`src/hw/rtl/ksfp_pkg.sv`:
```
package ksfp_pkg;

   // Progress of one key matcher through its value.
   typedef enum logic [2:0] {
      PH_SEARCH,
      PH_SKIP,
      PH_VALUE,
      PH_SIGNED,
      PH_DIGITS,
      PH_DONE
   } phase_type;

   localparam int KEY_COUNT = 6;
   localparam int KEY_POS   = 0;
   localparam int KEY_SPEED = 5;
   localparam int FLAG_COUNT = 4;

   localparam int POS_MAX_BYTES = 31;
   localparam int POS_VEC_W     = 8 * POS_MAX_BYTES;
   localparam int RSP_FIELDS_W  = POS_VEC_W + 5 + FLAG_COUNT + 8;
   localparam int RSP_DATA_W    = ((RSP_FIELDS_W + 7) / 8) * 8;

   localparam logic [7:0] CH_TAB    = 8'h09;
   localparam logic [7:0] CH_CR     = 8'h0D;
   localparam logic [7:0] CH_SPACE  = 8'h20;
   localparam logic [7:0] CH_QUOTE  = 8'h22;
   localparam logic [7:0] CH_PLUS   = 8'h2B;
   localparam logic [7:0] CH_COMMA  = 8'h2C;
   localparam logic [7:0] CH_MINUS  = 8'h2D;
   localparam logic [7:0] CH_ZERO   = 8'h30;
   localparam logic [7:0] CH_ONE    = 8'h31;
   localparam logic [7:0] CH_NINE   = 8'h39;
   localparam logic [7:0] CH_COLON  = 8'h3A;
   localparam logic [7:0] CH_RBRACE = 8'h7D;
   localparam logic [7:0] CH_NUL    = 8'h00;

   // Key letters in matcher order: position, referenced, busy, back, front, speed.
   localparam logic [7:0] KEY_LETTERS [KEY_COUNT] = '{8'h70, 8'h72, 8'h62, 8'h6F, 8'h75, 8'h76};

endpackage

```
`src/hw/rtl/ksfp_key_match.sv`:
```
module ksfp_key_match #(
   parameter logic [7:0] LETTER = 8'h70
) (
   input  logic       clock,
   input  logic       reset,
   input  logic       clear,
   input  logic       step,
   input  logic [7:0] data,
   output logic       hit
);
   import ksfp_pkg::*;

   // Number of key bytes matched so far; a full match is reported through hit.
   logic [1:0] progress_ff;
   logic [1:0] progress_in;

   assign hit = (progress_ff == 2'd3) && (data == CH_COLON);

   // Longest key prefix that ends at the current byte, so overlapping keys are found.
   always_comb begin
      progress_in = 2'd0;
      case (progress_ff)
         2'd0: begin
            if (data == CH_QUOTE) progress_in = 2'd1;
         end
         2'd1: begin
            if (data == LETTER) progress_in = 2'd2;
            else if (data == CH_QUOTE) progress_in = 2'd1;
         end
         2'd2: begin
            if (data == CH_QUOTE) progress_in = 2'd3;
         end
         2'd3: begin
            if (data == LETTER) progress_in = 2'd2;
            else if (data == CH_QUOTE) progress_in = 2'd1;
         end
         default: progress_in = 2'd0;
      endcase
   end

   always_ff @(posedge clock) begin
      if (reset || clear) begin
         progress_ff <= 2'd0;
      end else if (step) begin
         progress_ff <= progress_in;
      end
   end

endmodule

```
`src/hw/rtl/keyed_status_frame_parser.sv`:
```
// Result: a word is registered once the frame's last byte leaves the input register.
// Throughput: one byte per cycle through a single registered pass; a frame's last byte
// waits in the input register only while the previous result is still held.
// Reset: synchronous, active high; clears all matchers, the frame state and both
// valid flags. A result also returns the frame state to its reset value.
module keyed_status_frame_parser #(
   parameter int POSITION_BYTES = 31
) (
   input  logic                              clock,
   input  logic                              reset,
   input  logic                              req_tvalid,
   output logic                              req_tready,
   input  logic [7:0]                        req_tdata,  // [7:0] data_byte
   input  logic                              req_tlast,  // frame_end
   output logic                              rsp_tvalid,
   input  logic                              rsp_tready,
   // [63:0] position_word0, [127:64] position_word1, [191:128] position_word2,
   // [247:192] position_word3, [252:248] position_length, [253] referenced_flag,
   // [254] busy_flag, [255] back_switch, [256] front_switch, [264:257] speed_value,
   // [271:265] zero
   output logic [ksfp_pkg::RSP_DATA_W-1:0]   rsp_tdata
);
   import ksfp_pkg::*;

   // Input register: holds one byte until the parse stage takes it.
   logic       in_valid_ff;
   logic [7:0] in_byte_ff;
   logic       in_last_ff;

   // The parse stage advances unless a frame end would overwrite a result that
   // is still waiting on the result side.
   logic advance;
   logic live;
   logic frame_done;

   assign advance    = in_valid_ff && (!in_last_ff || !rsp_tvalid || rsp_tready);
   assign req_tready = !in_valid_ff || advance;
   assign frame_done = advance && in_last_ff;

   always_ff @(posedge clock) begin
      if (reset) begin
         in_valid_ff <= 1'b0;
      end else if (req_tready) begin
         in_valid_ff <= req_tvalid;
      end
   end

   always_ff @(posedge clock) begin
      if (req_tvalid && req_tready) begin
         in_byte_ff <= req_tdata;
         in_last_ff <= req_tlast;
      end
   end

   // Frame state.
   logic                   text_ended_ff, text_ended_in;
   phase_type              phase_ff [KEY_COUNT];
   phase_type              phase_in [KEY_COUNT];
   logic [7:0]             store_ff [POSITION_BYTES];
   logic [7:0]             store_in [POSITION_BYTES];
   logic [4:0]             count_ff, count_in;
   logic [FLAG_COUNT-1:0]  flags_ff, flags_in;
   logic [31:0]            acc_ff, acc_in;
   logic                   neg_ff, neg_in;
   logic                   ovf_ff, ovf_in;

   // Bytes after the first zero byte are ignored until frame end.
   assign live = advance && !text_ended_ff && (in_byte_ff != CH_NUL);

   logic [KEY_COUNT-1:0] key_hit;

   for (genvar k = 0; k < KEY_COUNT; k++) begin : g_key
      ksfp_key_match #(
         .LETTER(KEY_LETTERS[k])
      ) u_key_match (
         .clock (clock),
         .reset (reset),
         .clear (frame_done),
         .step  (live && (phase_ff[k] == PH_SEARCH)),
         .data  (in_byte_ff),
         .hit   (key_hit[k])
      );
   end

   // Byte classes used by the value parsers.
   logic        is_digit;
   logic        is_ws;
   logic        is_skip;
   logic [35:0] acc_next_wide;

   assign is_digit = (in_byte_ff inside {[CH_ZERO:CH_NINE]});
   assign is_ws    = (in_byte_ff inside {CH_SPACE, [CH_TAB:CH_CR]});
   assign is_skip  = (in_byte_ff == CH_SPACE) || (in_byte_ff == CH_COLON);

   // acc * 10 + digit as two shifted copies and two adds.
   assign acc_next_wide = ({4'd0, acc_ff} << 3) + ({4'd0, acc_ff} << 1)
                        + {32'd0, in_byte_ff[3:0]};

   always_comb begin
      phase_type sp;
      logic      pos_take;
      text_ended_in = text_ended_ff;
      for (int k = 0; k < KEY_COUNT; k++) phase_in[k] = phase_ff[k];
      for (int i = 0; i < POSITION_BYTES; i++) store_in[i] = store_ff[i];
      count_in = count_ff;
      flags_in = flags_ff;
      acc_in   = acc_ff;
      neg_in   = neg_ff;
      ovf_in   = ovf_ff;
      sp       = phase_ff[KEY_SPEED];
      pos_take = 1'b0;

      if (advance && !text_ended_ff && (in_byte_ff == CH_NUL)) begin
         text_ended_in = 1'b1;
      end

      if (live) begin
         // Position: copy bytes until a comma, a closing brace or a full store.
         case (phase_ff[KEY_POS])
            PH_SEARCH: begin
               if (key_hit[KEY_POS]) phase_in[KEY_POS] = PH_SKIP;
            end
            PH_SKIP: begin
               if (!is_skip) pos_take = 1'b1;
            end
            PH_VALUE: pos_take = 1'b1;
            default: ;
         endcase
         if (pos_take) begin
            if ((in_byte_ff == CH_COMMA) || (in_byte_ff == CH_RBRACE)
                  || (count_ff >= 5'(POSITION_BYTES))) begin
               phase_in[KEY_POS] = PH_DONE;
            end else begin
               for (int i = 0; i < POSITION_BYTES; i++) begin
                  if (count_ff == 5'(i)) store_in[i] = in_byte_ff;
               end
               count_in = count_ff + 5'd1;
               phase_in[KEY_POS] = (count_in >= 5'(POSITION_BYTES)) ? PH_DONE : PH_VALUE;
            end
         end

         // Flags: the first byte after the skipped spaces and colons decides.
         for (int k = 1; k <= FLAG_COUNT; k++) begin
            case (phase_ff[k])
               PH_SEARCH: begin
                  if (key_hit[k]) phase_in[k] = PH_SKIP;
               end
               PH_SKIP: begin
                  if (!is_skip) begin
                     if (in_byte_ff == CH_ONE) flags_in[k-1] = 1'b1;
                     phase_in[k] = PH_DONE;
                  end
               end
               PH_DONE: ;
               default: phase_in[k] = PH_DONE;
            endcase
         end

         // Speed: whitespace, one optional sign, then decimal digits.
         if ((sp == PH_SKIP) && !is_skip) sp = PH_VALUE;
         case (sp)
            PH_SEARCH: begin
               if (key_hit[KEY_SPEED]) phase_in[KEY_SPEED] = PH_SKIP;
            end
            PH_SKIP: ;
            PH_DONE: ;
            default: begin
               phase_in[KEY_SPEED] = sp;
               if ((sp == PH_VALUE) && is_ws) begin
                  phase_in[KEY_SPEED] = PH_VALUE;
               end else if ((sp == PH_VALUE)
                     && ((in_byte_ff == CH_PLUS) || (in_byte_ff == CH_MINUS))) begin
                  neg_in = (in_byte_ff == CH_MINUS);
                  phase_in[KEY_SPEED] = PH_SIGNED;
               end else if (is_digit) begin
                  phase_in[KEY_SPEED] = PH_DIGITS;
                  if (!ovf_ff) begin
                     if (acc_next_wide[35:32] != 4'd0) ovf_in = 1'b1;
                     else acc_in = acc_next_wide[31:0];
                  end
               end else begin
                  phase_in[KEY_SPEED] = PH_DONE;
               end
            end
         endcase
      end
   end

   // Control state returns to reset after every result.
   always_ff @(posedge clock) begin
      if (reset || frame_done) begin
         text_ended_ff <= 1'b0;
         for (int k = 0; k < KEY_COUNT; k++) phase_ff[k] <= PH_SEARCH;
         count_ff <= 5'd0;
         flags_ff <= '0;
         acc_ff   <= 32'd0;
         neg_ff   <= 1'b0;
         ovf_ff   <= 1'b0;
      end else if (advance) begin
         text_ended_ff <= text_ended_in;
         for (int k = 0; k < KEY_COUNT; k++) phase_ff[k] <= phase_in[k];
         count_ff <= count_in;
         flags_ff <= flags_in;
         acc_ff   <= acc_in;
         neg_ff   <= neg_in;
         ovf_ff   <= ovf_in;
      end
   end

   // The store needs no clearing: only bytes below the count are shown.
   always_ff @(posedge clock) begin
      if (advance) begin
         for (int i = 0; i < POSITION_BYTES; i++) store_ff[i] <= store_in[i];
      end
   end

   // Result packing from the updated state of the last byte.
   logic [POS_VEC_W-1:0]  pos_vec;
   logic [7:0]            speed_value;
   logic [RSP_DATA_W-1:0] rsp_data_in;

   always_comb begin
      pos_vec = '0;
      for (int i = 0; i < POSITION_BYTES; i++) begin
         if (5'(i) < count_in) pos_vec[8*i +: 8] = store_in[i];
      end
   end

   always_comb begin
      if (ovf_in) speed_value = 8'hFF;
      else if (neg_in) speed_value = 8'd0 - acc_in[7:0];
      else speed_value = acc_in[7:0];
   end

   assign rsp_data_in = {{(RSP_DATA_W - RSP_FIELDS_W){1'b0}}, speed_value, flags_in,
                         count_in, pos_vec};

   logic                  rsp_valid_ff;
   logic [RSP_DATA_W-1:0] rsp_data_ff;

   always_ff @(posedge clock) begin
      if (reset) begin
         rsp_valid_ff <= 1'b0;
      end else if (frame_done) begin
         rsp_valid_ff <= 1'b1;
      end else if (rsp_tready) begin
         rsp_valid_ff <= 1'b0;
      end
   end

   always_ff @(posedge clock) begin
      if (frame_done) begin
         rsp_data_ff <= rsp_data_in;
      end
   end

   assign rsp_tvalid = rsp_valid_ff;
   assign rsp_tdata  = rsp_data_ff;

   // A new result appears only after a frame's last byte went through the parse stage.
   a_result_from_frame_end: assert property (@(posedge clock) disable iff (reset)
      $rose(rsp_valid_ff) |-> $past(frame_done))
      else $error("result raised without a processed frame end");

   // A frame end leaves the next frame with an empty state.
   a_frame_state_cleared: assert property (@(posedge clock) disable iff (reset)
      frame_done |=> (count_ff == 5'd0) && !text_ended_ff && !ovf_ff && (flags_ff == '0))
      else $error("frame state not cleared after result");

   // The position count stays within the store.
   a_count_in_range: assert property (@(posedge clock) disable iff (reset)
      count_ff <= 5'(POSITION_BYTES))
      else $error("position count beyond store depth");

   // Captured bytes imply the position key was found.
   a_count_needs_key: assert property (@(posedge clock) disable iff (reset)
      (count_ff != 5'd0) |->
         ((phase_ff[KEY_POS] == PH_VALUE) || (phase_ff[KEY_POS] == PH_DONE)))
      else $error("position bytes captured before key match");

endmodule

```
`config.mk`:
```
export PLATFORM = sky130hd
export DESIGN_NAME = keyed_status_frame_parser
export DESIGN_NICKNAME = d
export VERILOG_FILES = /design/src/hw/rtl/ksfp_pkg.sv /design/src/hw/rtl/ksfp_key_match.sv /design/src/hw/rtl/keyed_status_frame_parser.sv
export SDC_FILE = /design/constraint.sdc
export NUM_CORES = 1
export LEC_CHECK = 0
export CORE_UTILIZATION = 40
export DETAILED_ROUTE_END_ITERATION = 8
export DONT_BUFFER_PORTS = 1
export GPL_ROUTABILITY_DRIVEN = 1
export PLACE_DENSITY = 0.55
export SLEW_MARGIN = 20
export SYNTH_ARGS = -nofsm -noshare
export SYNTH_HDL_FRONTEND = slang
export SYNTH_HIERARCHICAL = 1
export SYNTH_SLANG_ARGS = --single-unit
```
`constraint.sdc`:
```
create_clock -name clock -period 27.3 [get_ports clock]
set_input_delay 1.365 -clock clock [delete_from_list [all_inputs] [get_ports clock]]
set_output_delay 1.365 -clock clock [all_outputs]
set_load 0.005 [all_outputs]
```
==> impl_summary.log, run 1 <==
[metrics] power density over the cells: 65.27 mW/mm2
[metrics] routability cong.: around 0.83
[metrics] fraction of the cycle the final worst path needs: 0.2102
[metrics] Synth Warn #: 6
[metrics] most frequent cells in the layout: sky130_fd_sc_hd__edfxtp_1 (536), sky130_fd_sc_hd__mux2_2 (198), sky130_fd_sc_hd__nand2_1 (129)
[metrics] First-pass DRT Iterations: 7
[metrics] final setup vio count: 0
[metrics] largest incremental delay on the critical path: about 630 ps
[metrics] Comb power frac: 0.038
[metrics] min cycle time layout: approximately 5700 ps
[metrics] max-slew violations: 0
[metrics] DP Wirelength: between 40,000 and 50,000 um
[metrics] most area-consuming cells after synthesis: sky130_fd_sc_hd__edfxtp_1 (59%), sky130_fd_sc_hd__mux2_2 (8.1%), sky130_fd_sc_hd__dfxtp_1 (4.2%), sky130_fd_sc_hd__ha_1 (3.2%), sky130_fd_sc_hd__nor2b_1 (2.2%)
[metrics] unrepaired setup endpoints after global routing: false
[metrics] Top-Level Pins: between 200 and 300
[metrics] vias in the first global route: 16,360
[metrics] number of sinks driven by the clock tree: 594
[metrics] Reg power frac: 0.517
[metrics] switching fraction of total power: 0.2209
[metrics] clock insertion delay at the later pin of the skew report: 610 ps
[metrics] fraction of final layout cells with drive strength greater than 1: 0.1843
[metrics] number of inserted diodes: 0
[metrics] buffer depth of the longest clock path: 3
[metrics] number of enable flip-flop cells after synthesis: between 500 and 600
[metrics] slowest stage cell, crit path: sky130_fd_sc_hd__buf_4
[metrics] number of instances in the synthesized netlist: a little over 2,000
[metrics] number of buffers inserted during clock tree synthesis: 66
[metrics] post-route clock skew: 22.87 ps
[metrics] proportion of synthesized chip area in sequential cells: 0.6303
[metrics] synthesized flop and latch total: around 600
[metrics] data arrival time of the critical path: about 6100 ps
[metrics] total setup buffers inserted after CTS: 0
[metrics] FP Rows: 95
[metrics] Post-Route WL: between 70,000 and 80,000 um
[metrics] number of design-rule violations left by the first detailed-router iteration: roughly 1,300
[metrics] final instance area: 0.03040 mm2
[metrics] input/output buffers: 0
[metrics] largest fanout on the critical path: 43
[metrics] kind of cell adding the most delay to the critical path: compound AO/OA/AOI/OAI gates
[metrics] CTS tree: yes
[metrics] vias: 16,380
[metrics] dpl cell area: 0.02827 mm2
[metrics] number of buffers added to fix hold violations after cts: 0
[metrics] total number of H-tree levels: 3
[metrics] synthesized area: ~0.027 mm2
[metrics] max-cap violations: 0
[metrics] Worst-Margin Slew: between 1000 and 1500 ps
[metrics] tightest slew margin relative to the limit: 0.2727
[metrics] area leader, netlist: sky130_fd_sc_hd__edfxtp_1
[metrics] antenna violations before repair: 0
[metrics] Net count, final: about 2,100
[metrics] number of buffer and inverter instances along the worst setup path: 3
[metrics] via/cell ratio: 5.602
[metrics] residual antenna-violating net count after detailed routing: 0
[metrics] achievable clock frequency: between 150 and 200 MHz
[metrics] internal power summed over all cells: between 1500 and 2000 uW
[metrics] CTS-repair resized insts: 0
[metrics] Avg Synthesized Cell Area: about 14 um2
[metrics] clock tree root buffer cell: sky130_fd_sc_hd__clkbuf_16
[metrics] remaining global-route overflow: 0
[metrics] Startpoint Class: flip-flop
[metrics] Total Neg Setup Slack: 0 ps
[metrics] effective utilization at floorplan: 0.4062
[metrics] most used cell, CP: sky130_fd_sc_hd__ha_1
[metrics] status: finished clean
[metrics] Area growth, synth to finish: 11.03%
[metrics] global-route wire length before repair: roughly 110,000 um
[metrics] maximum VDD drop: around 36 uV
[metrics] Total Power Consumption: just under 2000 uW
[metrics] global-route usage over all layers: 0.2039
[metrics] final core utilization: 0.4510
[metrics] critical path, cell by cell: buf_4 > ha_1 > ha_1 > inv_1 > fa_1 > nand2b_1 > a21o_1 > a2111oi_0 > o31a_1 > o21ai_0 > a221oi_1 > nor4bb_4 > buf_4 > mux2i_1 > ha_1 > nand2_1 > mux2i_1 > o21a_1 > o21ai_0
[metrics] leakage power summed over all cells: 0.01011 uW
[metrics] class of the tightest hold or removal check: reg -> reg
[metrics] Residual DRC: 0
[metrics] Final Hold Viols: 0
[metrics] classification of the worst setup path: reg -> reg
[metrics] Std-Cell Core Area: between 0.06 and 0.07 mm2
[metrics] pin count of the biggest net entering global routing: 100
[metrics] most used flip-flop cell after synthesis: sky130_fd_sc_hd__edfxtp_1
[metrics] die boundary height: about 260 um
[metrics] Crit path required time: 27,620 ps
[metrics] die width: 263.6 um
[metrics] proportion of synthesized flip-flops having asynchronous set or reset: 0
[metrics] area of the die: 0.06949 mm2
[metrics] post-synth top area share: 0.5879
[metrics] most common cell after layout, fill and taps aside: sky130_fd_sc_hd__edfxtp_1
[metrics] nature of the critical path endpoint: flip-flop
[metrics] Clock transition at path regs: 60 ps
[metrics] post-DR wirelength/cell: around 24 um
[metrics] power spent charging and discharging nets: 438.3 uW
[metrics] share of total power in the clock network: 0.444
[metrics] count of distinct cell types in the synthesized netlist: 95
-- per-layer routing --
metal,share of wire,vias up,GRT usage
met5,0,-,0
met2,0.47,471,0.3253
met4,0.016,0,0.04852
met1,0.45,8293,0.2818
li1,-,7537,-
met3,0.060,80,0.04574
-- flip-flops by register name, indices dropped and copies added (netlist names), 4 cells and up --
name and count:
in_byte_ff 8, g_key.u_key_match/progress_ff 12, store_ff 248, count_ff 5, acc_ff 32, flags_ff 4, rsp_tdata 265, phase_ff 14
-- power groups by stage --
stage	clock network (uW)	logic [uW]	registers (uW)
5_1_grt	936	83.4	1030
6_report	882	76.1	1030
4_1_cts	906	77.4	1030
3_3_place_gp	0	75.9	1050
2_1_floorplan	0	48.3	1050
3_5_place_dp	0	77.0	1050
-- per-stage QoR --
stage	setup slack, ps	hold WS, ps	instances
finish	21560	509.1	2924
global route	21040	553.9	2924
CTS	21550	513.2	2924
detailed placement	21600	498.3	2807
global placement	21830	472.1	2807
floorplan	17110	453.3	2022
-- cells in the mapped netlist, drive strengths merged (6+ instances only) --
master and number:
nand2 129, o21ai 93, nor2b 97, dfxtp 58, o311a 8, xnor2 22
a21oi 55, nor2 108, and2 39, clkbuf 79, a31oi 13, nand4 16
mux2i 35, and3 52, nand2b 9, ha 70, inv 40, mux2 198
nor4b 10, a31o 10, nor4 11, xor2 18, a21o 8, or3 7
o21a 49, a21boi 65, o211ai 6, edfxtp 536, buf 35, nor3b 9
a211oi 6, o31ai 10, o21bai 7, nor3 29, nand3 17
-- layout make-up --
type	count	area, um2
inverter	40	157.7
clock buffer	78	1739
timing repair buffer	26	195.2
fill	6014	37000
sequential	594	17260
multi-input combinational	1274	9567
clock inverter	39	390.4
tap	873	1092
-- worst paths after layout --
| kind | cells past startpoint | slack [ps] | endpoint | startpoint |
|---|---|---|---|---|
| setup reg to reg | 19 | 21560 | rsp_tdata[261] | in_byte_ff[2] |
| setup / recovery | 19 | 21560 | rsp_tdata[261] | in_byte_ff[2] |
| hold reg to reg | 2 | 510 | text_ended_ff | text_ended_ff |
| hold / removal | 2 | 510 | text_ended_ff | text_ended_ff |
-- kinds of logic after synthesis --
logic type	count (synthesis)	share of synthesized area
flops	594	0.6303
simple gates	561	0.1142
fa+ha+maj	72	0.03345
compound gates	361	0.09040
buf+inv	154	0.02422
mux	233	0.09424
xor+xnor	40	0.01307
other cells	1	0.0001370
-- worst register-to-register path, cell delays in order, from the launching register on --
cell and delay [ps]:
sky130_fd_sc_hd__edfxtp_1 580, sky130_fd_sc_hd__buf_4 630, sky130_fd_sc_hd__ha_1 280, sky130_fd_sc_hd__ha_1 200, sky130_fd_sc_hd__inv_1 70, sky130_fd_sc_hd__fa_1 390, sky130_fd_sc_hd__nand2b_1 180, sky130_fd_sc_hd__a21o_1 180
sky130_fd_sc_hd__a2111oi_0 540, sky130_fd_sc_hd__o31a_1 200, sky130_fd_sc_hd__o21ai_0 80, sky130_fd_sc_hd__a221oi_1 300, sky130_fd_sc_hd__nor4bb_4 270, sky130_fd_sc_hd__buf_4 390, sky130_fd_sc_hd__mux2i_1 360, sky130_fd_sc_hd__ha_1 330
sky130_fd_sc_hd__nand2_1 80, sky130_fd_sc_hd__mux2i_1 190, sky130_fd_sc_hd__o21a_1 130, sky130_fd_sc_hd__o21ai_0 70
(Power assumes the default switching activity.)
==> inputs of run 2 (changes only) <==
--- a/config.mk
+++ b/config.mk
@@ -9,7 +9,7 @@
 export DETAILED_ROUTE_END_ITERATION = 8
 export DONT_BUFFER_PORTS = 1
 export GPL_ROUTABILITY_DRIVEN = 1
-export PLACE_DENSITY = 0.55
+export PLACE_DENSITY = 0.57
 export SLEW_MARGIN = 20
 export SYNTH_ARGS = -nofsm -noshare
 export SYNTH_HDL_FRONTEND = slang
==> constraint.sdc (replaced) <==
create_clock -name clock -period 4.6 [get_ports clock]
set_input_delay 0.23 -clock clock [delete_from_list [all_inputs] [get_ports clock]]
set_output_delay 0.23 -clock clock [all_outputs]
set_load 0.005 [all_outputs]
==> run 2 against run 1 <==
Compared with the run above:
- clock skew increased by 4.1 ps
- sequential power increased to 5.9 times the previous value
- critical path depth decreased by 4
- first-iteration DRC count decreased by 8.7%
- register-to-register slack got worse by 21000 ps
- setup slack got worse by 21000 ps
- highest routed layer unchanged
==> impl_summary.log, run 2 (synthesis gave the netlist of run 1 again) <==
[metrics] most frequent cells in the layout: sky130_fd_sc_hd__edfxtp_1 (536), sky130_fd_sc_hd__mux2_2 (198), sky130_fd_sc_hd__nand2_1 (128)
[metrics] Fillers: 5,958
[metrics] input/output buffers: 0
[metrics] maximum VDD drop: about 250 uV
[metrics] classification of the worst setup path: reg -> reg
[metrics] Worst-Margin Slew: approximately 1100 ps
[metrics] data arrival time of the critical path: approximately 4700 ps
[metrics] worst setup slack before clock tree synthesis: 114.8 ps
[metrics] fraction of the cycle the final worst path needs: 0.9589
[metrics] CTS tree: yes
[metrics] clock tree root buffer cell: sky130_fd_sc_hd__clkbuf_16
[metrics] Crit path required time: 4920 ps
[metrics] clock insertion delay at the later pin of the skew report: 600 ps
[metrics] largest incremental delay on the critical path: 460 ps
[metrics] vias in the first global route: around 17,000
[metrics] global-route wire length before repair: roughly 110,000 um
[metrics] kind of cell adding the most delay to the critical path: compound AO/OA/AOI/OAI gates
[metrics] area of the die: slightly below 0.07 mm2
[metrics] final instance area: 0.03097 mm2
[metrics] Residual DRC: 0
[metrics] via/cell ratio: 5.570
[metrics] remaining global-route overflow: 0
[metrics] Std-Cell Core Area: between 0.06 and 0.07 mm2
[metrics] Top-Level Pins: between 200 and 300
[metrics] Hold WS: 241.5 ps
[metrics] post-route clock skew: 26.92 ps
[metrics] total number of H-tree levels: 3
[metrics] Total Power Consumption: about 12,000 uW
[metrics] number of buffers inserted during clock tree synthesis: 66
[metrics] effective utilization at floorplan: 0.4062
[metrics] vias: roughly 17,000
[metrics] startpoint of the lowest-slack register-to-register path: acc_ff[18]
[metrics] final setup vio count: 0
[metrics] fraction of final layout cells with drive strength greater than 1: 0.2066
[metrics] DP Wirelength: 45,940 um
[metrics] largest fanout on the critical path: 7
[metrics] class of the tightest hold or removal check: in -> reg
[metrics] achievable clock frequency: around 230 MHz
[metrics] most common cell after layout, fill and taps aside: sky130_fd_sc_hd__edfxtp_1
[metrics] Clock transition at path regs: 60 ps
[metrics] max-slew violations: 0
[metrics] Area growth, synth to finish: 13.12%
[metrics] slowest stage cell, crit path: sky130_fd_sc_hd__nor4bb_4
[metrics] die boundary height: 263.6 um
[metrics] pin count of the biggest net entering global routing: approximately 170
[metrics] FP Rows: 95
[metrics] origin of the worst min-delay path: reset
[metrics] min cycle time layout: around 4400 ps
[metrics] post-layout worst setup margin: around 190 ps
[metrics] Net count, final: 2,128
[metrics] worst setup path startpoint: acc_ff[18]
[metrics] number of design-rule violations left by the first detailed-router iteration: between 1,000 and 1,500
[metrics] die width: 263.6 um
[metrics] critical path, cell by cell: ha_1 > ha_1 > a21o_1 > a21o_1 > a221o_1 > a31o_2 > or3_1 > a221oi_2 > nor4bb_4 > mux2i_2 > ha_4 > nand2_1 > mux2i_1 > o21a_1 > o21ai_1
[metrics] power density over the cells: between 300 and 400 mW/mm2
[metrics] status: finished clean
[metrics] tightest slew margin relative to the limit: 0.2776
[metrics] post-DR wirelength/cell: around 24 um
[metrics] number of buffer and inverter instances along the worst setup path: 0
[metrics] number of inserted diodes: 0
[metrics] Final Hold Viols: 0
[metrics] number of flip-flops in the largest register: 265
[metrics] routability cong.: between 0.8 and 0.9
[metrics] buffer depth of the longest clock path: 3
[metrics] global-route usage over all layers: 0.2009
[metrics] antenna violations before repair: 0
[metrics] number of sinks driven by the clock tree: around 600
[metrics] final core utilization: 0.4595
[metrics] Post-Route WL: slightly above 70,000 um
[metrics] nature of the critical path endpoint: flip-flop
[metrics] First-pass DRT Iterations: 6
[metrics] dpl cell area: 0.02854 mm2
[metrics] leakage power summed over all cells: about 0.010 uW
[metrics] residual antenna-violating net count after detailed routing: 0
[metrics] Startpoint Class: flip-flop
[metrics] max-cap violations: 0
run 2: cell count changes in the layout (fill, tap and decap cells not counted), sizes merged:
cell         delta
buf            +28
bufinv          +4
clkbuf          -1
clkinv          -6
clkinvlp        +2
dlygate4sd3    +13
run 2: worst min-delay path, delay by kind of cell:
family / cells / cell delay [ps]
buf+inv: 1 / 410
simple gates: 2 / 150
run 2: per-layer routing:
metal,global-route usage,wire (um),vias to the layer above
li1,-,-,7603
met5,0,0,-
met1,0.2738,31640,8345
met3,0.04508,4324,85
met4,0.05073,1187,0
met2,0.3236,33630,475
run 2: report_power, final:
| group | switching (uW) | internal (uW) | total (uW) |
|---|---|---|---|
| registers | 78.0 | 6010 | 6090 |
| clock network | 2150 | 3270 | 5410 |
| logic | 355 | 128 | 482 |
run 2: path summary, 6_finish.rpt:
check                         to  slack [ps]  cells after the start
setup / recovery  rsp_tdata[261]         190                     15
hold / removal         acc_ff[1]         240                      3
setup reg to reg  rsp_tdata[261]         190                     15
hold reg to reg    text_ended_ff         500                      2
run 2: final cells by class:
cell class / count / area, um2 / share of cell area
Clock buffer: 77 / 1735 / 0.05604
Clock inverter: 39 / 462.9 / 0.01495
Inverter: 40 / 156.4 / 0.005050
Multi-Input combinational cell: 1274 / 9677 / 0.3125
Sequential cell: 594 / 17260 / 0.5572
Tap cell: 873 / 1092 / 0.03527
Timing Repair Buffer: 67 / 588.1 / 0.01899
run 2: repair_timing:
| action | in CTS | in global routing |
|---|---|---|
| hold endpoints to repair | 24 | 0 |
| hold buffers | 13 | 0 |
| gates resized for setup | 0 | 14 |
| buffers inserted | 0 | 2 |
| setup endpoints to repair | 0 | 43 |
run 2: per-stage QoR:
stage               TNS (ps)  instances
global placement           0       2832
CTS                        0       2962
finish                     0       2964
floorplan             -49880       2022
detailed placement         0       2833
global route          -6.750       2964
